`config.mk`:
```
export PLATFORM = sky130hd
export DESIGN_NAME = power_switch_fault_controller_top
export DESIGN_NICKNAME = d
export VERILOG_FILES = /design/src/design/psfc_pkg.sv /design/src/design/power_switch_fault_controller_top.sv /design/src/design/psfc_step.sv
export SDC_FILE = /design/constraint.sdc
export NUM_CORES = 1
export LEC_CHECK = 0
export ABC_AREA = 1
export BUFFER_PORTS_ARGS = -buffer_cell sky130_fd_sc_hd__buf_2
export CORE_MARGIN = 2
export CORE_UTILIZATION = 30
export DETAILED_ROUTE_END_ITERATION = 8
export PLACE_DENSITY_LB_ADDON = 0.2
export SYNTH_ARGS = -nofsm -noshare
export SYNTH_HDL_FRONTEND = slang
export SYNTH_SLANG_ARGS = --single-unit
```
`constraint.sdc`:
```
create_clock -name clk -period 7.1 [get_ports clk]
set_clock_uncertainty 0.1 [all_clocks]
set_input_delay 1.065 -clock clk [delete_from_list [all_inputs] [get_ports clk]]
set_output_delay 1.065 -clock clk [all_outputs]
set_load 0.03 [all_outputs]
```
`src/design/psfc_pkg.sv`:
```
`timescale 1ns / 1ps

package psfc_pkg;

  // width of the wrapping tick counter and of the time stamps
  localparam int TIME_BITS = 8;
  localparam int CFG_BITS = 8;
  localparam int CFG_INDEX_BITS = 2;
  // compare width for elapsed time against an 8-bit register
  localparam int CMP_BITS = (TIME_BITS > CFG_BITS) ? TIME_BITS : CFG_BITS;

  localparam logic [CFG_INDEX_BITS-1:0] REG_DEBOUNCE_TICKS = 2'd0;
  localparam logic [CFG_INDEX_BITS-1:0] REG_FLAG_HOLD_TICKS = 2'd1;

  localparam logic [CFG_BITS-1:0] DEBOUNCE_TICKS_RESET = 8'd3;
  localparam logic [CFG_BITS-1:0] FLAG_HOLD_TICKS_RESET = 8'd2;

  localparam logic [1:0] LED_OFF = 2'd0;
  localparam logic [1:0] LED_RED = 2'd1;
  localparam logic [1:0] LED_GRN = 2'd2;

  typedef logic [TIME_BITS-1:0] time_t;

  typedef struct packed {
    time_t tick_count;
    logic  button_previous;
    time_t last_press_time;
    logic  fault_latched;
    time_t fault_start_time;
    logic  fault_driving;
    logic  power_state;
    logic  press_ready;
  } state_t;

  typedef struct packed {
    logic [CFG_BITS-1:0] debounce_ticks;
    logic [CFG_BITS-1:0] flag_hold_ticks;
  } cfg_t;

  typedef struct packed {
    logic       power_enable;
    logic [1:0] led_color;
    logic       fault_line_drive;
  } result_t;

endpackage

```
`src/design/power_switch_fault_controller_top.sv`:
```
`timescale 1ns / 1ps
// a poll accepted at one edge shows its result from the next cycle on
// throughput: one poll per cycle; the state update and the result register
// are loaded at the same edge, so in_ready stays high while out_ready is high
// reset (rst, synchronous): state cleared, press_ready set, debounce_ticks 3,
// flag_hold_ticks 2, no result pending

module power_switch_fault_controller_top (
  input  logic                                clk,
  input  logic                                rst,
  input  logic                                in_valid,
  output logic                                in_ready,
  input  logic                                tick,
  input  logic                                button_pressed,
  input  logic                                fault_active,
  output logic                                out_valid,
  input  logic                                out_ready,
  output logic                                power_enable,
  output logic [1:0]                          led_color,
  output logic                                fault_line_drive,
  input  logic                                cfg_write,
  input  logic [psfc_pkg::CFG_INDEX_BITS-1:0] cfg_index,
  input  logic [psfc_pkg::CFG_BITS-1:0]       cfg_data
);

  psfc_pkg::state_t  state;
  psfc_pkg::state_t  state_next;
  psfc_pkg::cfg_t    cfg;
  psfc_pkg::result_t result;
  logic              in_xfer;

  // result register can be refilled in the cycle it is taken
  assign in_ready = !out_valid || out_ready;
  assign in_xfer = in_valid && in_ready;

  psfc_step u_step (
    .state          (state),
    .cfg            (cfg),
    .tick           (tick),
    .button_pressed (button_pressed),
    .fault_active   (fault_active),
    .state_next     (state_next),
    .result         (result)
  );

  always_ff @(posedge clk) begin
    if (rst) begin
      cfg.debounce_ticks <= psfc_pkg::DEBOUNCE_TICKS_RESET;
      cfg.flag_hold_ticks <= psfc_pkg::FLAG_HOLD_TICKS_RESET;
    end else if (cfg_write) begin
      case (cfg_index)
        psfc_pkg::REG_DEBOUNCE_TICKS:  cfg.debounce_ticks <= cfg_data;
        psfc_pkg::REG_FLAG_HOLD_TICKS: cfg.flag_hold_ticks <= cfg_data;
        default: ;
      endcase
    end
  end

  always_ff @(posedge clk) begin
    if (rst) begin
      state <= '{press_ready: 1'b1, default: '0};
      out_valid <= 1'b0;
    end else begin
      if (in_xfer) begin
        state <= state_next;
        out_valid <= 1'b1;
      end else if (out_ready) begin
        out_valid <= 1'b0;
      end
    end
  end

  always_ff @(posedge clk) begin
    if (in_xfer) begin
      power_enable <= result.power_enable;
      led_color <= result.led_color;
      fault_line_drive <= result.fault_line_drive;
    end
  end

`ifndef SYNTHESIS
  a_green_when_on: assert property (@(posedge clk) disable iff (rst)
    out_valid && power_enable |-> led_color == psfc_pkg::LED_GRN)
    else $error("power on without green led");

  a_led_code: assert property (@(posedge clk) disable iff (rst)
    out_valid |-> led_color != 2'd3)
    else $error("led code out of range");

  a_fault_forces_off: assert property (@(posedge clk) disable iff (rst)
    in_valid && in_ready && fault_active |=> out_valid && !power_enable &&
      led_color == psfc_pkg::LED_RED)
    else $error("fault did not force power off");

  a_reset_empty: assert property (@(posedge clk)
    $past(rst) |-> !out_valid && state.press_ready)
    else $error("reset left a result pending");
`endif

endmodule

```
`src/design/psfc_step.sv`:
```
`timescale 1ns / 1ps

module psfc_step (
  input  psfc_pkg::state_t  state,
  input  psfc_pkg::cfg_t    cfg,
  input  logic              tick,
  input  logic              button_pressed,
  input  logic              fault_active,
  output psfc_pkg::state_t  state_next,
  output psfc_pkg::result_t result
);

  psfc_pkg::time_t             tc;
  psfc_pkg::time_t             press_elapsed;
  psfc_pkg::time_t             fault_elapsed;
  logic [psfc_pkg::CMP_BITS-1:0] press_cmp;
  logic [psfc_pkg::CMP_BITS-1:0] fault_cmp;
  logic [psfc_pkg::CMP_BITS-1:0] debounce_cmp;
  logic [psfc_pkg::CMP_BITS-1:0] hold_cmp;
  psfc_pkg::state_t            s;

  assign tc = tick ? psfc_pkg::time_t'(state.tick_count + 1'b1) : state.tick_count;
  assign press_elapsed = psfc_pkg::time_t'(tc - state.last_press_time);
  assign press_cmp = psfc_pkg::CMP_BITS'(press_elapsed);
  assign debounce_cmp = psfc_pkg::CMP_BITS'(cfg.debounce_ticks);
  assign hold_cmp = psfc_pkg::CMP_BITS'(cfg.flag_hold_ticks);

  always_comb begin
    s = state;
    s.tick_count = tc;

    if (button_pressed) begin
      if (!state.button_previous && state.press_ready) begin
        s.press_ready = 1'b0;
        if (state.fault_latched) begin
          s.fault_latched = 1'b0;
        end else begin
          s.power_state = !state.power_state;
        end
      end
      s.last_press_time = tc;
    end else if (press_cmp >= debounce_cmp) begin
      s.press_ready = 1'b1;
    end
    s.button_previous = button_pressed;

    if (fault_active) begin
      if (!state.fault_driving) begin
        s.fault_start_time = tc;
      end
      s.fault_latched = 1'b1;
      s.power_state = 1'b0;
      s.fault_driving = 1'b1;
    end
  end

  // hold release looks at the start time chosen in this poll
  assign fault_elapsed = psfc_pkg::time_t'(tc - s.fault_start_time);
  assign fault_cmp = psfc_pkg::CMP_BITS'(fault_elapsed);

  always_comb begin
    state_next = s;
    if (s.fault_latched && s.fault_driving && (fault_cmp >= hold_cmp)) begin
      state_next.fault_driving = 1'b0;
    end
  end

  always_comb begin
    result.power_enable = state_next.power_state;
    result.fault_line_drive = state_next.fault_driving;
    if (state_next.power_state) begin
      result.led_color = psfc_pkg::LED_GRN;
    end else if (state_next.fault_latched) begin
      result.led_color = psfc_pkg::LED_RED;
    end else begin
      result.led_color = psfc_pkg::LED_OFF;
    end
  end

endmodule
```
After elaboration in Yosys (flattened, before gate mapping)
Index checks and enable logic that the tools add are counted.
- register bits after elaboration: 50
- word-level logic and storage cells: 50
- bits of input ports: 18
- output and inout port bits: 6
- order comparisons: 2
- muxes and demuxes: 14
- add/subtract/negate cells: 3
- reductions and logical operators: 15
- eq/ne operators: 2
- operators with widths (kind ; count):
    >= comparator 8 bit ; 2
    two-way mux 8 bit ; 2
    subtractor 8 bit ; 2
    two-way mux 11 bit ; 1
    two-way mux 1 bit ; 10
    adder 8 x 1 -> 8 bit, second input constant ; 1
    AND reduction 2 bit ; 3
    logical AND 1 bit ; 4
    nonzero test 2 bit ; 2
    logical NOT 1 bit ; 3
    AND reduction 3 bit ; 1
    equality test 2 x 1 -> 1 bit, second input constant ; 1
    logical NOT 2 bit ; 1
    two-way mux 2 bit ; 1
    != test 2 x 1 -> 1 bit, second input constant ; 1
    logical OR 1 bit ; 1

Depth between registers and ports, before layout
Gate-level depths: netlist (run 1).
- depth in word-level cells: 9
- gate-level depth with buffers: 23
- gate-level depth less buffers: 23

Modules after synthesis
Synthesis (run 1) repeated with hierarchy kept, for this count alone.
- cells, all modules: 598
- area total of the unflattened synthesis: 3818.7 µm²
- by module, submodules not included (module ; cells an instance ; sequential area each (µm²) ; area each (µm²) ; instances):
    power_switch_fault_controller_top ; 297 ; 1041.0 ; 2137.0 ; 1
    psfc_step ; 301 ; 0.0 ; 1681.6 ; 1

Worst setup path after synthesis (run 1)
No wires, ideal clock.
- path kind: in2reg
- from: in fault_active
- to: reg fault_line_drive (data pin)
- slack: 3.251 ns
- arrival time: 3.490 ns
- data required time: 6.741 ns
- library setup time: 0.259 ns
- stages on the path: 20
- buffers on the path: 1
- cell sequence: inv_2 > nor2_2 > inv_2 > buf_2 > o21ai_0 > ha_1 > inv_1 > fa_1 > a22oi_1 > o21ai_1 > xor2_1 > inv_1 > ha_1 > nand2_1 > nor2_1 > nand4_1 > o2111ai_1 > nand2_1 > o21ai_0 > inv_1
- RTL lines (element ; line ; source):
    start, declared ; power_switch_fault_controller_top.sv:15 ; input logic fault_active,
    end signal, assigned ; power_switch_fault_controller_top.sv:77 ; fault_line_drive <= result.fault_line_drive;
    end, declared ; power_switch_fault_controller_top.sv:20 ; output logic fault_line_drive,

==> reports/summary.md, run 1 <==
Leaving out fill and tap cells, the most frequent cells in the layout are sky130_fd_sc_hd__inv_1, sky130_fd_sc_hd__nand2_1, sky130_fd_sc_hd__o21ai_0. Compared with the post-synthesis result, the final layout area differs by 11.0%. The tools report the number of search-and-repair iterations in the first detailed-routing pass as 4. Type of element capturing the critical path: a register.

Adding up every negative setup slack in the final design gives 0 ns. In this run the count of I/O pins placed on the die edge is 24. The routed layout has 2797 vias. The floorplan has 37 rows. The tools report the initial antenna violation count as 0. After synthesis, the share of flip-flops with an asynchronous set or reset is 0%.

The critical path buffer and inverter count came out at 4. Along the worst path, the maximum fanout reaches 7. Yosys mapped a number of flops with a built-in enable equal to 4. When the netlist entered floorplanning its net count stood at 504. The global-route wire length before repair was 12900 µm; the number of nets with antenna violations after routing was 0. Counting stages on the worst path, the most repeated cell is sky130_fd_sc_hd__nand2_1. The tools report the count of instances resized after the clock tree is built as 0.

The flow ran to the end, and the final reports show no timing, DRC or antenna violations. Entering global routing, the biggest net connects 27 pins. The mapped netlist covers 3230 µm². In the final layout, flip-flops and latches occupy 1040 µm². The post-detailed-route via-to-cell ratio is 4.55, and the number of buffers added by the clock tree synthesis step is 5.

Worst hold path class: reg -> reg. In this run the tightest slew margin relative to its limit is 49.8%. Start-to-end type of the worst setup path: in -> reg. TritonCTS built the clock tree. OpenSTA, run right after detailed placement, puts the worst setup slack at 2.57 ns.

For the worst-skew pair, the clock arrives at the later sink with an insertion delay of 0.31 ns. Hold timing on the final database bottoms out at a slack of 0.370 ns. For this block, the initial DRC count from the detailed router was 119. The hold violation total from the final report is 0. For the number of distinct library cells after synthesis, the log shows 36. Sorting the synthesized cells by area gives the leading types as sky130_fd_sc_hd__dfxtp_1, sky130_fd_sc_hd__inv_1, sky130_fd_sc_hd__ha_1. The floorplan step defined a die boundary enclosing 11600 µm². The most frequent standard cell in the layout excluding fill and tap cells was sky130_fd_sc_hd__inv_1. Traced cell by cell, the critical path runs through buf_2 -> nand2_2 -> nor2_4 -> nand2_2 -> nor2_2 -> xor2_1 -> o21ai_0 -> ha_1 -> nand2_1 -> inv_1 -> nand3_1 -> nand3_1 -> nand2_1 -> nand2_1 -> inv_1 -> ha_1 -> nand2_1 -> nor2_1 -> nand4_1 -> o2111ai_1 -> nand2_1 -> o21ai_0 -> inv_1.

The H-tree was split into 2 levels. The number of standard cells after synthesis was 459. In this run the biggest area consumer among cell types represents 28.5% of the synthesized area.

After detailed routing, the number of remaining DRC violations is 0. Input and output buffers added on the ports amount to 23. The sort of element at the start of the critical path is an input port. The worst path meets setup with 2.95 ns of slack. The final routed wirelength across all metal layers is 7550 µm, and the number of setup buffers added after CTS is 0.

Counting along the longest clock path gives a buffer depth of 2. The run gives 3590 µm² as the final non-filler cell area. The worst-case IR drop observed on VDD is 0.0883 mV. The sequential share of the synthesized area was 32.2%. The die is 108 µm wide. The top achievable clock speed was 241 MHz. The routed design could run at a clock period as short as 4.15 ns.

The via count of the first global-routing pass was 2740. The tools report the Yosys warning count as 0. The placeable core region came out at 10400 µm². For the effective utilization at floorplan, the log shows 31.2%.

The die is 108 µm tall. Power spread over the standard cell area amounts to 223 nW/µm². The maximum cell stage delay along the critical path works out to 0.48 ns.

The final RePlAce weighted congestion was 0.860. For the worst setup path, the data required time is 7.07 ns. CTS placed an instance of sky130_fd_sc_hd__clkbuf_8 at the clock tree root. Summing internal, switching and leakage power gives 0.800 mW. The top flip-flop cell by instance count after synthesis was sky130_fd_sc_hd__dfxtp_1. The reported leakage power was 1.80 nW. Broken down by cell family, the worst path's largest delay share belongs to simple AND/OR/NAND/NOR gates. The logs give 4.12 ns for the endpoint arrival time on the critical path and 0 for the number of buffers inserted for hold repair after clock tree synthesis. Routed length per placed instance: 12.3 µm. For the pin with the worst max-slew slack, the measured transition is 0.752 ns. In the finished design, the share of the clock period the worst path needs comes to 58.4%. The clock drives 50 sinks. The tools report the global-route congestion overflow total as 0. Summing all placed instances gives a cell area of 3470 µm². For the total global routing track utilization, the log shows 14.0%.

Setup violations remaining at the end of the flow were counted as 0. After clock tree synthesis, the clock-pin slew on the worst setup and hold paths is 0.10 ns. The placed wire-length estimate was 5890 µm; the average cell area after synthesis was 7.04 µm². The tools report the number of pins with negative max-slew slack in the final report as 0. The fraction of layout cells with a size suffix above 1 was 13.6%; the number of violations of the max-capacitance limit was 0. The run gives 0 as the number of inserted diodes. For this run, the post-layout net count is 523.

Setup repair after global routing left no endpoint under its margin. Cell with the biggest individual delay on the critical path: sky130_fd_sc_hd__xor2_1. The footprint of the multi-input gates was 1790 µm²; the count of state elements after synthesis was 50. The filler cell count is 1172. The biggest area contributor in the post-synthesis netlist is sky130_fd_sc_hd__dfxtp_1.
## path summary, 6_finish.rpt
check	startpoint	endpoint	slack (ns)	depth (start not counted)
worst max-delay path	tick	fault_line_drive	2.95	23
worst min-delay path	cfg[6]	cfg[6]	0.37	2
worst max register to register	state[22]	fault_line_drive	3.27	23
worst min register to register	cfg[6]	cfg[6]	0.37	2
## per-layer routing
layer	wire length, µm	GRT usage (%)
met1	3860	19.3
met2	3370	23.0
met3	293	2.30
met4	29	2.75
met5	0	0
## cell families (layout without fill, tap and decap cells)
family | count (synthesis) | after routing | share of synthesized area, %
AO/OA/AOI/OAI | 116 | 116 | 19.5
adder cells (fa/ha/maj) | 27 | 27 | 10.9
AND/OR/NAND/NOR | 149 | 149 | 21.7
buffers and inverters | 106 | 126 | 12.5
XOR/XNOR | 11 | 11 | 3.21
flip-flops | 50 | 50 | 32.2
## cells in the mapped netlist, types with 2 or more instances
| library cell | instances |
|---|---|
| sky130_fd_sc_hd__o21ai_2 | 2 |
| sky130_fd_sc_hd__nor3_1 | 3 |
| sky130_fd_sc_hd__nor2_1 | 19 |
| sky130_fd_sc_hd__nand3_1 | 19 |
| sky130_fd_sc_hd__a211oi_1 | 3 |
| sky130_fd_sc_hd__fa_1 | 2 |
| sky130_fd_sc_hd__nor2_2 | 4 |
| sky130_fd_sc_hd__clkbuf_1 | 9 |
| sky130_fd_sc_hd__nand2_4 | 4 |
| sky130_fd_sc_hd__edfxtp_1 | 4 |
| sky130_fd_sc_hd__a21oi_1 | 49 |
| sky130_fd_sc_hd__nand4_1 | 7 |
| sky130_fd_sc_hd__inv_1 | 91 |
| sky130_fd_sc_hd__o21bai_1 | 2 |
| sky130_fd_sc_hd__nand3_2 | 3 |
| sky130_fd_sc_hd__a21oi_2 | 2 |
| sky130_fd_sc_hd__nand2_1 | 77 |
| sky130_fd_sc_hd__dfxtp_1 | 46 |
| sky130_fd_sc_hd__o21ai_0 | 50 |
| sky130_fd_sc_hd__xor2_1 | 9 |
| sky130_fd_sc_hd__inv_2 | 4 |
| sky130_fd_sc_hd__ha_1 | 25 |
| sky130_fd_sc_hd__nand2_2 | 12 |
## worst reg2reg max path, delay by kind of cell, from the launching register on
| kind | cells | cell delay, ns |
|---|---|---|
| AO/OA/AOI/OAI | 3 | 0.41 |
| XOR/XNOR | 1 | 0.48 |
| adder cells (fa/ha/maj) | 3 | 0.87 |
| buffers and inverters | 3 | 0.16 |
| flip-flops | 1 | 0.41 |
| AND/OR/NAND/NOR | 13 | 1.16 |
## final cells by class
class	instances	share of cell area [%]
sequential	50	29.0
inverter	95	9.94
clock buffer	5	1.92
multi-input combinational	303	49.8
timing repair buffer	23	3.21
clock inverter	3	1.33
tap	136	4.75
## state kept, by name, indices dropped and copies added, names as in the netlist
signal and count:
state 29, led_color 2, fault_line_drive 1, out_valid 1, cfg 16, power_enable 1
## per-stage QoR
step,util [%],cells
2_1_floorplan,-,459
3_3_place_gp,33.5,607
6_report,34.6,615
5_1_grt,34.6,615
4_1_cts,34.6,615
3_5_place_dp,33.5,607
## power breakdown
| part | internal [mW] | switching (mW) | leakage, nW |
|---|---|---|---|
| registers | 0.305 | 0.0112 | 0.418 |
| clock network | 0.108 | 0.104 | 0.0591 |
| logic | 0.103 | 0.169 | 1.33 |
No activity file was read; power rests on OpenSTA's default activity.
==> run 2: changes to the inputs <==
Settings changed: ABC_AREA 1 to 0.
Clock period 7.1 ns to 4.1 ns, I/O delays scaled along.
==> reports/summary.md, run 2 <==
The run finished with clean final reports. Transition time of the tightest slew-check pin: 1.08 ns (was 0.752 ns). The final RePlAce weighted congestion was 0.838 (was 0.860); the critical path buffer and inverter count was 0 (was 4). The share of synthesized flip-flops with an asynchronous set or reset was 0% (unchanged); the endpoint arrival time on the critical path was 3.78 ns (was 4.12 ns).

The I/O pin total is 24 (unchanged), and the fraction of layout cells with a size suffix above 1 is 12.5% (was 13.6%). The clock edge transition at the registers on the reported setup and hold paths is 0.09 ns (was 0.10 ns). The reported leakage power is 1.42 nW (was 1.80 nW).

Hold violation total from the final report: 0 (unchanged). Post-detailed-route via-to-cell ratio: 4.65 (was 4.55). The initial antenna violation count is 0 (unchanged), and the number of standard cells after synthesis is 365 (was 459).

Placed wire-length estimate: 5050 µm (was 5890 µm). For the clock insertion delay at the later pin of the skew report, the log shows 0.30 ns (was 0.31 ns). Top cells by instance count after synthesis: sky130_fd_sc_hd__nor2_1, sky130_fd_sc_hd__dfxtp_1, sky130_fd_sc_hd__inv_1, sky130_fd_sc_hd__a21oi_1, sky130_fd_sc_hd__ha_1 (was sky130_fd_sc_hd__inv_1, sky130_fd_sc_hd__nand2_1, sky130_fd_sc_hd__o21ai_0, sky130_fd_sc_hd__a21oi_1, sky130_fd_sc_hd__dfxtp_1). The logs give 0 (unchanged) for the number of pins with negative max-slew slack in the final report and 0 (unchanged) for the number of remaining DRC errors. Worst hold path class: reg -> reg (unchanged).

The clock network fraction of total power was 23.9% (was 26.5%). The share of the clock period used by the worst path was 89.3%; the total power per unit cell area was 354 nW/µm² (was 223 nW/µm²). The peak ir drop on the vdd network was 0.170 mV (was 0.0883 mV); the final non-filler cell area was 3410 µm² (was 3590 µm²).

For the part of the total power dissipated in combinational logic, the log shows 31.1% (was 34.0%). Largest registers: state x29, cfg x16, led_color x2 (unchanged). The width of the die is 105 µm (was 108 µm), and the number of setup buffers added after CTS is 0 (unchanged). The logs give 2283 (was 2740) for the via count of the first global-routing pass and 44.9% (was 39.5%) for the portion of total power attributed to sequential cells. The worst hold slack is 0.392 ns (was 0.370 ns). The count of standard-cell rows is 36 (was 37). For the headroom to the max-slew limit, the log shows 27.9% (was 49.8%). Cell chain of the critical path: ha_1 -> mux2i_2 -> nor2_1 -> a21oi_1 -> ha_1 -> a21oi_2 -> o21ai_0 -> a41oi_1 -> o311a_1 -> a31oi_1 -> xnor2_1 -> ha_1 -> and2_1 -> a22oi_1 -> o21ai_0 -> a211oi_1 (was buf_2 -> nand2_2 -> nor2_4 -> nand2_2 -> nor2_2 -> xor2_1 -> o21ai_0 -> ha_1 -> nand2_1 -> inv_1 -> nand3_1 -> nand3_1 -> nand2_1 -> nand2_1 -> inv_1 -> ha_1 -> nand2_1 -> nor2_1 -> nand4_1 -> o2111ai_1 -> nand2_1 -> o21ai_0 -> inv_1). Final routed wirelength across all metal layers: 6690 µm (was 7550 µm). The number of inserted diodes was 0 (unchanged). The family of cells with the greatest summed delay on the critical path was compound AO/OA/AOI/OAI gates (was simple AND/OR/NAND/NOR gates). The maximum net fanout on the critical path works out to 5 (was 7).

The number of buffers on the longest clock path is 2 (unchanged), and the number of buffers added by the clock tree synthesis step is 5 (unchanged). The switching power of the nets came out at 0.390 mW (was 0.284 mW). The count of state elements after synthesis works out to 50 (unchanged). The run gives 3060 µm² (was 3230 µm²) as the post-synthesis instance area.

Largest register by flop count: state (unchanged). The routed length per placed instance is 12.9 µm (was 12.3 µm). The cell accounting for the most synthesized area is sky130_fd_sc_hd__dfxtp_1 (unchanged).

The sequential share of the synthesized area came out at 34.1% (was 32.2%). The type of element capturing the critical path is a register (unchanged). The cell area after placement came out at 3320 µm² (was 3470 µm²). Top post-synthesis cells by area: sky130_fd_sc_hd__dfxtp_1, sky130_fd_sc_hd__ha_1, sky130_fd_sc_hd__nor2_1 (was sky130_fd_sc_hd__dfxtp_1, sky130_fd_sc_hd__inv_1, sky130_fd_sc_hd__ha_1).

The top flip-flop cell by instance count after synthesis was sky130_fd_sc_hd__dfxtp_1 (unchanged). Utilization after layout: 34.7% (was 34.6%). The synthesized net count is 410 (was 504).

The tools report the global-route congestion overflow total as 0 (unchanged). The average cell area after synthesis was 8.37 µm² (was 7.04 µm²). The cell with the biggest individual delay on the critical path was sky130_fd_sc_hd__dfxtp_1 (was sky130_fd_sc_hd__xor2_1). The maximum cell stage delay along the critical path is 0.42 ns (was 0.48 ns).

Setup repair after global routing left no endpoint under its margin. Cell-internal power: 0.817 mW (was 0.515 mW). The tools report the number of nets with antenna violations after routing as 0 (unchanged).

The logs give 11200 µm (was 12900 µm) for the global-route wire length before repair and 0 ns (unchanged) for the setup TNS. The pin count of the biggest net entering global routing is 47 (was 27). Total global routing track utilization: 12.7% (was 14.0%).

The most repeated cell in the gate-level netlist after synthesis is sky130_fd_sc_hd__nor2_1 (was sky130_fd_sc_hd__inv_1). The tools report the CTS root buffer as sky130_fd_sc_hd__clkbuf_8 (unchanged). The total of endpoints with negative setup slack in the final report is 0 (unchanged). Leading cell types in the layout, fill and taps excluded: sky130_fd_sc_hd__nor2_1, sky130_fd_sc_hd__dfxtp_1, sky130_fd_sc_hd__inv_1 (was sky130_fd_sc_hd__inv_1, sky130_fd_sc_hd__nand2_1, sky130_fd_sc_hd__o21ai_0). The number of violations of the max-capacitance limit was 0 (unchanged); the number of buffers inserted by port buffering was 23 (unchanged). The die height was 105 µm (was 108 µm); the count of routing violations after the opening detailed-route iteration was 62 (was 119). Effective utilization at floorplan: 31.1% (was 31.2%). The flip-flop count of the largest register, all copies and words added was 29 (unchanged); the deepest level of the CTS H-tree was 2 (unchanged). The logs give 4.22 ns (was 7.07 ns) for the critical path data required time and 273 MHz for the top achievable clock speed. Subtracting the final worst setup slack from the clock period gives 3.66 ns. The tools report the number of distinct library cells after synthesis as 53 (was 36). The tools report the number of sinks on the clock net as 50 (unchanged). Most frequent standard cell in the layout excluding fill and tap cells: sky130_fd_sc_hd__nor2_1 (was sky130_fd_sc_hd__inv_1). The cell seen most often among critical-path stages is sky130_fd_sc_hd__ha_1 (was sky130_fd_sc_hd__nand2_1).

The layout net count was 430 (was 523); the switching share of power was 32.3% (was 35.6%). The tools report the number of search-and-repair iterations in the first detailed-routing pass as 4 (unchanged). The sort of element at the start of the critical path was a register (was an input port). The synthesis-to-finish area growth is 11.6% (was 11.0%). The start-to-end type of the worst setup path is reg -> reg (was in -> reg). The logs give 0 (unchanged) for the Yosys warning count and 9820 µm² (was 10400 µm²) for the placeable core region.

The run gives 11000 µm² (was 11600 µm²) as the total die area. TritonCTS built the clock tree. The number of enable flip-flop cells after synthesis is 4 (unchanged), and the overall via count from detail_route is 2410 (was 2797).

The area fraction of the dominant cell type after synthesis was 30.1% (was 28.5%).
[run 2: kinds of logic after synthesis]
logic type      share of synthesized area, %
fa+ha+maj                               12.3
buf+inv                                 6.02
mux                                     2.62
compound gates                          20.2
xor+xnor                                8.56
flops                                   34.1
simple gates                            16.3
[run 2: metrics by stage]
step,setup WS (ns),total power [mW],cells
floorplan,0.456,0.838,365
global placement,0.165,0.925,511
detailed placement,0.107,0.930,511
CTS,0.268,1.23,518
global route,0.0225,1.31,518
finish,0.439,1.21,518
[run 2: path summary, 6_finish.rpt]
path | slack, ns | depth (start not counted) | end | startpoint
worst min-delay path | 0.39 | 2 | state[1] | state[1]
worst max register to register | 0.44 | 16 | state[2] | state[21]
worst max-delay path | 0.44 | 16 | state[2] | state[21]
worst min register to register | 0.39 | 2 | state[1] | state[1]
[run 2: per-layer routing]
metal,wire (µm),GRT usage (%),share of wire (%)
met1,3320,16.8,50
met4,121,4.38,1.8
met5,0,0,0
met2,3080,20.5,46
met3,173,2.37,2.6
[run 2: worst reg2reg max path: cells and delay by family (launching register included)]
| kind | cells | cell delay (ns) |
|---|---|---|
| AOI/OAI and AO/OA | 9 | 1.62 |
| xor gates and xnor gates | 1 | 0.19 |
| adders and majority gates | 3 | 0.79 |
| DFF | 1 | 0.42 |
| muxes | 1 | 0.25 |
| and+or+nand+nor | 2 | 0.21 |
[run 2: layout make-up]
type,count,area [µm²]
Tap cell,133,166
Multi-Input combinational cell,269,1840
Timing Repair Buffer,31,175
Fill cell,1083,6410
Inverter,28,105
Clock buffer,6,72.6
Clock inverter,1,6.26
Sequential cell,50,1040
[run 2: power groups by stage]
stage	combinational (mW)	clock, mW	sequential [mW]
2_1_floorplan	0.280	0	0.558
3_3_place_gp	0.372	0	0.553
3_5_place_dp	0.376	0	0.554
4_1_cts	0.379	0.305	0.542
5_1_grt	0.437	0.325	0.546
6_report	0.376	0.289	0.542
[run 2: what timing repair did]
action                                  4_1_cts  5_1_grt
hold buffers                                  0        0
endpoints found under the setup margin        0        2
gates resized for setup                       0        2
